**src/hw/rtl/swlp_pkg.sv**
```systemverilog
// Shared definitions for the sliding-window linear predictor.
// Field widths, saturation limits, sequencer states and divider status.
// No dependencies.
package swlp_pkg;

  localparam int SAMPLE_W    = 16;
  localparam int PRED_W      = 18;
  localparam int LOOKAHEAD_W = 6;
  localparam int WINDOW_DEF  = 8;

  localparam longint PRED_MAX_VAL = 131071;
  localparam longint PRED_MIN_VAL = -131072;

  localparam logic signed [PRED_W-1:0] PRED_MAX = {1'b0, {(PRED_W-1){1'b1}}};
  localparam logic signed [PRED_W-1:0] PRED_MIN = {1'b1, {(PRED_W-1){1'b0}}};

  typedef enum logic [3:0] {
    S_IDLE,
    S_UPDATE,
    S_PROD,
    S_DIFF,
    S_SCALE,
    S_SUM,
    S_RANGE,
    S_DIV,
    S_OUT
  } state_t;

  typedef struct packed {
    logic              done;
    logic [PRED_W-1:0] quotient;
  } div_status_t;

endpackage

```
**src/hw/rtl/swlp_divider.sv**
```systemverilog
// Division by a constant through a reciprocal multiply: one registered product,
// quotient ready the cycle after start. Depends on swlp_pkg (PRED_W, div_status_t).
module swlp_divider #(
  parameter longint DEN = 1,
  parameter int     U_W = swlp_pkg::PRED_W + 1
) (
  input  logic                  clk,
  input  logic                  rst,
  input  logic                  start,
  input  logic [U_W-1:0]        dividend,
  output swlp_pkg::div_status_t status
);

  // floor(u / DEN) equals (u * RECIP) >> SHIFT for every u below 2**U_W when
  // RECIP = ceil(2**SHIFT / DEN) and SHIFT = U_W + clog2(DEN).
  localparam int Q_W   = swlp_pkg::PRED_W;
  localparam int SHIFT = U_W + $clog2(DEN);
  localparam int M_W   = U_W + 1;
  localparam int P_W   = U_W + M_W;

  localparam logic [127:0] M_WIDE =
    ((128'(1) << SHIFT) + 128'(DEN) - 128'(1)) / 128'(DEN);
  localparam logic [M_W-1:0] RECIP = M_W'(M_WIDE);

  logic           done;
  logic [P_W-1:0] prod;

  always_ff @(posedge clk) begin
    if (rst) begin
      done <= 1'b0;
    end else begin
      done <= start;
    end
  end

  always_ff @(posedge clk) begin
    if (start) begin
      prod <= P_W'(dividend) * P_W'(RECIP);
    end
  end

  assign status.done     = done;
  assign status.quotient = prod[SHIFT +: Q_W];

endmodule

```
**config.mk**
```make
export PLATFORM = sky130hd
export DESIGN_NAME = swlp_divider
export DESIGN_NICKNAME = d
export VERILOG_FILES = /design/src/hw/rtl/swlp_pkg.sv /design/src/hw/rtl/swlp_divider.sv
export SDC_FILE = /design/constraint.sdc
export NUM_CORES = 1
export LEC_CHECK = 0
export ABC_AREA = 1
export ABC_CLOCK_PERIOD_IN_PS = 1700
export BUFFER_PORTS_ARGS = -buffer_cell sky130_fd_sc_hd__buf_4
export CAP_MARGIN = 40
export CORE_MARGIN = 5
export CORE_UTILIZATION = 40
export DETAILED_ROUTE_END_ITERATION = 10
export PLACE_DENSITY_LB_ADDON = 0.2
export SETUP_SLACK_MARGIN = 0.3
export SLEW_MARGIN = 5
export SYNTH_ARGS = -nofsm -noshare
export SYNTH_HDL_FRONTEND = slang
export SYNTH_SLANG_ARGS = --single-unit
```
**constraint.sdc**
```tcl
create_clock -name clk -period 1.7 [get_ports clk]
set_clock_uncertainty 0.2 [all_clocks]
set_input_delay 0.255 -clock clk [delete_from_list [all_inputs] [get_ports clk]]
set_output_delay 0.255 -clock clk [all_outputs]
set_load 0.01 [all_outputs]
```
---- Word-level counts from Yosys, hierarchy flattened ----
Index checks and enable logic that the tools add are counted.
storage, ports and cells
  register bits ........................... 19
  bits of input ports ..................... 22
  output and inout bits ................... 19
  logic and storage cells ................. 2

---- Depth between registers and ports, before layout ----
Gate-level depths: netlist of the first run.
  depth after elaboration ................. 0
  depth in mapped cells ................... 2
  mapped depth without buffers ............ 2

---- Worst setup path before layout of the first run ----
Ideal clock, no wire load.
  path type ............................... register to output
  from .................................... register done
  to ...................................... output port status[18] (netlist name)
  arrival ................................. 0.401 ns
  data required time ...................... 1.245 ns
  slack ................................... 0.844 ns
  cell stages (with the launch flop) ...... 2
  path buffers ............................ 1
  cells stage by stage .................... dfxtp_1 > buf_4
RTL lines
  item                    line                RTL
  start, declared         swlp_divider.sv:25  logic done;
  start signal, assigned  swlp_divider.sv:32  done <= start;
  end, declared           swlp_divider.sv:11  output swlp_pkg::div_status_t status
No word-level cell between the ends.

---- Worst setup path in the final report of the first run ----
  from .................................... register prod[34]
  to ...................................... output port status[15] (netlist name)
RTL lines
  item                    line                RTL
  start, declared         swlp_divider.sv:26  logic [P_W-1:0] prod;
  start signal, assigned  swlp_divider.sv:38  prod <= P_W'(dividend) * P_W'(RECIP);
No word-level cell between the ends.

==> results.md, run 1 <==
- Root Buffer: clkbuf_4
- Vias in the first global route: 431
- I/O pin count: 41
- Clk pin slew, worst setup/hold paths: roughly 0.1 ns
- Final nets: 106
- Crit path buf inv count: 1
- Max-Cap Viols: 0
- Crit path max-delay cell type: edfxtp_1
- Remaining Overflow, GRT: 0
- Synth area leaders: edfxtp_1, dfxtp_1, buf_4
- Placed Cells incl. Taps: 75
- Max Clk Rate: between 0.7 and 0.8 GHz
- Cell family with most CP delay: flip-flops
- Critical-path cell list: buf_4
- Overall routed net length: 1390 um
- CTS tree: yes
- RSZ-0062 raised after global routing: false
- Drt initial violations: 1
- Syn nets: 44
- Num CTS Buffers: 3
- Hold/Removal Path Class: in2reg
- DRC viols: 0
- Slew Limit Fails: 0
- Asr flop ratio synth: 0%
- Port Buf Inserts: 39
- Via count: 417
- Post-route minimum period: 1.28 ns
- Syn avg cell area: approximately 26 um^2
- Final ANT Viol Nets: 0
- Worst path max stage delay: 0.39 ns
- Finished Layout Cells: 98
- H-tree Lvls: 1
- Yosys warns: 0
- Clk sink count: 19
- CTS Buffer Depth: 2
- Largest net degree at the start of global routing: 20
- Synthesized flop and latch total: 19
- Final hold viol count: 0
- Max-slew headroom: between 80% and 90%
- Outcome: completed
- DR pass1 iterations: 2
- Worst setup path class: reg2out
- Final Setup Violations: 0
- Most common cell in the synthesized netlist: edfxtp_1
- Die area: 0.00231 mm^2
- Core area: 0.00133 mm^2
- Worst VDD drop: roughly 0.00053 V
- Mapped Cells: 22
- Required time of the critical path: 1.24 ns
- CP Capture Type: primary output
- Netlist cell types: 5
- CP Depth: 1
- Synth area leader: edfxtp_1
- Initial antenna violation count: 0
- First-pass GRT wire length: 2030 um
- Crit path from: prod[34]$_DFFE_PP_
- End of the critical path: status[15]
- Worst Setup Start Kind: register
- Wire per inst: roughly 14 um
- Diode count: 0
- Leak: 0.474 nW
- Top post-synthesis cells by count: edfxtp_1, buf_4, dfxtp_1, inv_1, nor2_2
- Setup_tns: 0 ns
- Worst-Margin Slew: 0.231 ns
- Worst Path Arrival: between 0.8 and 0.9 ns
- Layout overhead on the synthesized area: 90.0%
- Die Y: between 40 and 50 um
- Initial Util: 43.3%
- Post-synth EDFFs: 18
- GRT Resource Usage Total: 13.5%
- Vias per inst: about 4.3
- Core Rows: 13
- Die W: 48.0 um
- GPL Wtd Cong: 0.645
- Seq/Total Area, Yosys: a little over nine tenths
- Critical Path Fanout Max: 1
- Post-synth top area share: approximately 94%
- PwrDens: 846 mW/mm^2
- Netlist Area Pre-Place: around 580 um^2
- Synth Flop Type: edfxtp_1
- Fin crit share: 75.6%
- Share of layout cells above drive strength 1: 51.8%
-- routing by layer --
layer	vias to the layer above	global-route usage, %	routed length [um]
met5	-	0	0
met4	0	1.61	0
met3	0	2.26	118
met2	21	28.8	817
met1	193	13.3	458
li1	203	-	-
-- repair_timing --
item | in CTS | in global routing
hold buffers | 19 | 0
resized for setup | 0 | 0
hold endpoints to repair | 19 | 0
buffers inserted | 0 | 0
-- through the flow --
step | hold slack [ns] | setup WS, ns | total power, W | utilization [%] | cell area (um^2)
after CTS | 0.105 | 0.391 | 0.000937 | 82.4 | 1100
after detailed placement | 0.216 | 0.687 | 0.000690 | 66.1 | 882
after global routing | 0.127 | 0.367 | 0.000975 | 82.4 | 1100
after floorplan | 0.122 | 0.844 | 0.000595 | - | 578
final | 0.120 | 0.415 | 0.000930 | 82.4 | 1100
after global placement | 0.215 | 0.697 | 0.000685 | 66.1 | 882
-- cells by family after synthesis --
family | synth area share [%]
buf+inv | 1.95
flops | 97.0
simple gates | 1.08
-- report_power, final --
group	internal, W	leakage, nW	total, W	switching, W
clock network	0.0000908	0.0150	0.000216	0.000125
registers	0.000551	0.185	0.000561	0.00000994
logic	0.0000982	0.274	0.000152	0.0000542
-- flip-flops by register name, indices dropped and copies added (netlist names) --
register	count
prod	18
done	1
-- area by class of cell --
type                    instances  area (um^2)
repair buffers                 58          483
multi-input cells               1         6.26
inverters                       1         3.75
flip-flops and latches         19          561
clock buffers                   4         26.3
fillers                        77          235
well taps                      15         18.8
-- cell usage in the layout (no fill, tap or decap) --
master         count
buf_4             39
dlygate4sd3_1     19
edfxtp_1          18
clkbuf_4           3
inv_1              1
nor2_2             1
clkbuf_1           1
dfxtp_1            1
-- worst min path at each step --
stage               start              end  slack (ns)  depth (start not counted)
CTS                 start  done$_SDFF_PP0_        0.11                          3
finish              start  done$_SDFF_PP0_        0.12                          3
global route        start  done$_SDFF_PP0_        0.13                          3
global placement      rst  done$_SDFF_PP0_        0.21                          2
detailed placement    rst  done$_SDFF_PP0_        0.22                          2
floorplan             rst  done$_SDFF_PP0_        0.12                          1
Note: power is estimated with default switching activity, not from simulation.
==> inputs of run 2 (changes only) <==
- ABC_CLOCK_PERIOD_IN_PS: 1700 -> 1300
- CORE_UTILIZATION: 40 -> 38
- clock period: 1.7 -> 1.3 ns (I/O delays scaled with it)
==> results.md, run 2 (synthesized netlist as in run 1, its figures left out) <==
- Outcome: completed (unchanged)
- Combinational share of power: 17.6% (was 16.4%)
- First-pass GRT wire length: 1960 um (was 2030 um)
- Net Sw Frac: 21.1% (was 20.4%)
- Critical-path cell list: buf_6 (was buf_4)
- Worst VDD drop: 0.000705 V (was 0.000530 V)
- Required time of the critical path: 0.90 ns (was 1.24 ns)
- Initial antenna violation count: 0 (unchanged)
- Wire per inst: 13.1 um (was 14.2 um)
- Drt initial violations: 9 (was 1)
- Clk network pwr share: 23.5% (was 23.2%)
- Pre-CTS setup slack: 0.346 ns (was 0.687 ns)
- Root Buffer: clkbuf_4 (unchanged)
- Remaining Overflow, GRT: 0 (unchanged)
- Clk pin slew, worst setup/hold paths: 0.10 ns (about the same)
- Port Buf Inserts: 39 (unchanged)
- Fillers: 88 (was 77)
- Worst Path Arrival: 0.85 ns (was 0.83 ns)
- Worst path max stage delay: 0.42 ns (was 0.39 ns)
- GPL Wtd Cong: 0.634 (was 0.645)
- Max-slew headroom: 85.0% (was 84.6%)
- PwrDens: 1080 mW/mm^2 (was 846 mW/mm^2)
- Max-Cap Viols: 0 (unchanged)
- Post-route minimum period: 1.25 ns
- Regs by FF count: prod x18, done x1 (unchanged)
- Worst-Margin Slew: 0.225 ns (was 0.231 ns)
- Die W: 49 um (was 48.0 um)
- Final Core Density: 79.7% (was 82.4%)
- GRT Resource Usage Total: 11.3% (was 13.5%)
- Fin area: 0.00117 mm^2 (was 0.00110 mm^2)
- Crit path max-delay cell type: edfxtp_1 (unchanged)
- CP Capture Type: primary output (unchanged)
- Final ANT Viol Nets: 0 (unchanged)
- Initial Util: 39.3% (was 43.3%)
- Die area: 0.00240 mm^2 (was 0.00231 mm^2)
- RSZ-0062 raised after global routing: true (was false)
- Critical Path Fanout Max: 1 (unchanged)
- Core area: 0.00147 mm^2 (was 0.00133 mm^2)
- Vias in the first global route: 418 (was 431)
- CTS Buffer Depth: 2 (unchanged)
- Die Y: 49 um (was 48.0 um)
- Area after DPL: 883 um^2 (was 882 um^2)
- DRC viols: 0 (unchanged)
- Commonest cells after routing, fill and taps aside: buf_4, dlygate4sd3_1, buf_6 (was buf_4, dlygate4sd3_1, edfxtp_1)
- Worst Setup Start Kind: register (unchanged)
- Share of layout cells above drive strength 1: 53.0% (was 51.8%)
- Layout overhead on the synthesized area: 103% (was 90.0%)
- H-tree Lvls: 1 (unchanged)
- Worst setup path class: reg2out (unchanged)
- Final Setup Violations: 0 (unchanged)
- Largest net degree at the start of global routing: 20 (unchanged)
- Crit path buf inv count: 1 (unchanged)
- Max Clk Rate: roughly 0.80 GHz
- Commonest non-fill, non-tap cell in the layout: buf_4 (unchanged)
- Overall routed net length: 1300 um (was 1390 um)
- Num CTS Buffers: 3 (unchanged)
- Fin crit share: 95.9%
- Biggest register: prod (unchanged)
- Hold/Removal Path Class: in2reg (unchanged)
- Cell family with most CP delay: flip-flops (unchanged)
- Final nets: 106 (unchanged)
- Slew Limit Fails: 0 (unchanged)
- I/O pin count: 41 (unchanged)
- Setup_tns: 0 ns (unchanged)
- PnR worst setup slack: 0.0534 ns (was 0.415 ns)
- DR pass1 iterations: 6 (was 2)
- Vias per inst: 4.26 (about the same)
- CTS tree: yes (unchanged)
- Reg power frac: 58.8% (was 60.4%)
- P_sw: 0.000266 W (was 0.000189 W)
- Leak: 0.497 nW (was 0.474 nW)
- Clk sink count: 19 (unchanged)
- Diode count: 0 (unchanged)
- Internal power: 0.000997 W (was 0.000740 W)
- Core Rows: 14 (was 13)
- Via count: 422 (was 417)
- Max FFs per register: 18 (unchanged)
- Final hold viol count: 0 (unchanged)
[run 2: final cells by class]
cell class / count / area (um^2) / area share, %
Clock buffer: 4 / 26.3 / 2.24
Inverter: 1 / 3.75 / 0.320
Multi-Input combinational cell: 1 / 6.26 / 0.534
Timing Repair Buffer: 58 / 554 / 47.3
Sequential cell: 19 / 562 / 47.9
Tap cell: 16 / 20.0 / 1.71
[run 2: metrics by stage]
step / instances / hold WS (ns) / total power [W]
after detailed placement: 76 / 0.155 / 0.000900
after global placement: 76 / 0.154 / 0.000895
after global routing: 99 / 0.0217 / 0.00132
final: 99 / 0.0277 / 0.00126
after CTS: 99 / 0.0288 / 0.00125
after floorplan: 22 / 0.0619 / 0.000778
[run 2: per-layer routing]
layer / GRT usage (%) / routed length, um / vias up
li1: - / - / 204
met3: 2.75 / 103 / 3
met5: 0 / 0 / -
met1: 9.88 / 434 / 191
met2: 21.5 / 733 / 24
met4: 8.07 / 26 / 0
[run 2: repair_timing]
action	in CTS	in global routing
hold buffers	19	0
gates resized for setup	8	12
hold endpoints to repair	19	0
pin swaps	0	0
buffers inserted	0	0
endpoints found under the setup margin	19	19
[run 2: power by group through the flow]
stage                     clock network (W)  registers (W)    logic, W
final                              0.000297       0.000743    0.000223
after global routing               0.000337       0.000748    0.000236
after CTS                          0.000306       0.000737    0.000209
after detailed placement                  0       0.000747    0.000153
after global placement                    0       0.000745    0.000150
after floorplan                           0       0.000773  0.00000488
[run 2: worst paths after layout]
| kind | startpoint | end | slack [ns] | cells after the start |
|---|---|---|---|---|
| hold / removal | start | done$_SDFF_PP0_ | 0.03 | 3 |
| setup / recovery | prod[34]$_DFFE_PP_ | status[15] | 0.05 | 1 |
[run 2: worst min-delay path, stage by stage]
cell and delay [ns]:
buf_4 0.19, inv_1 0.09, nor2_2 0.03
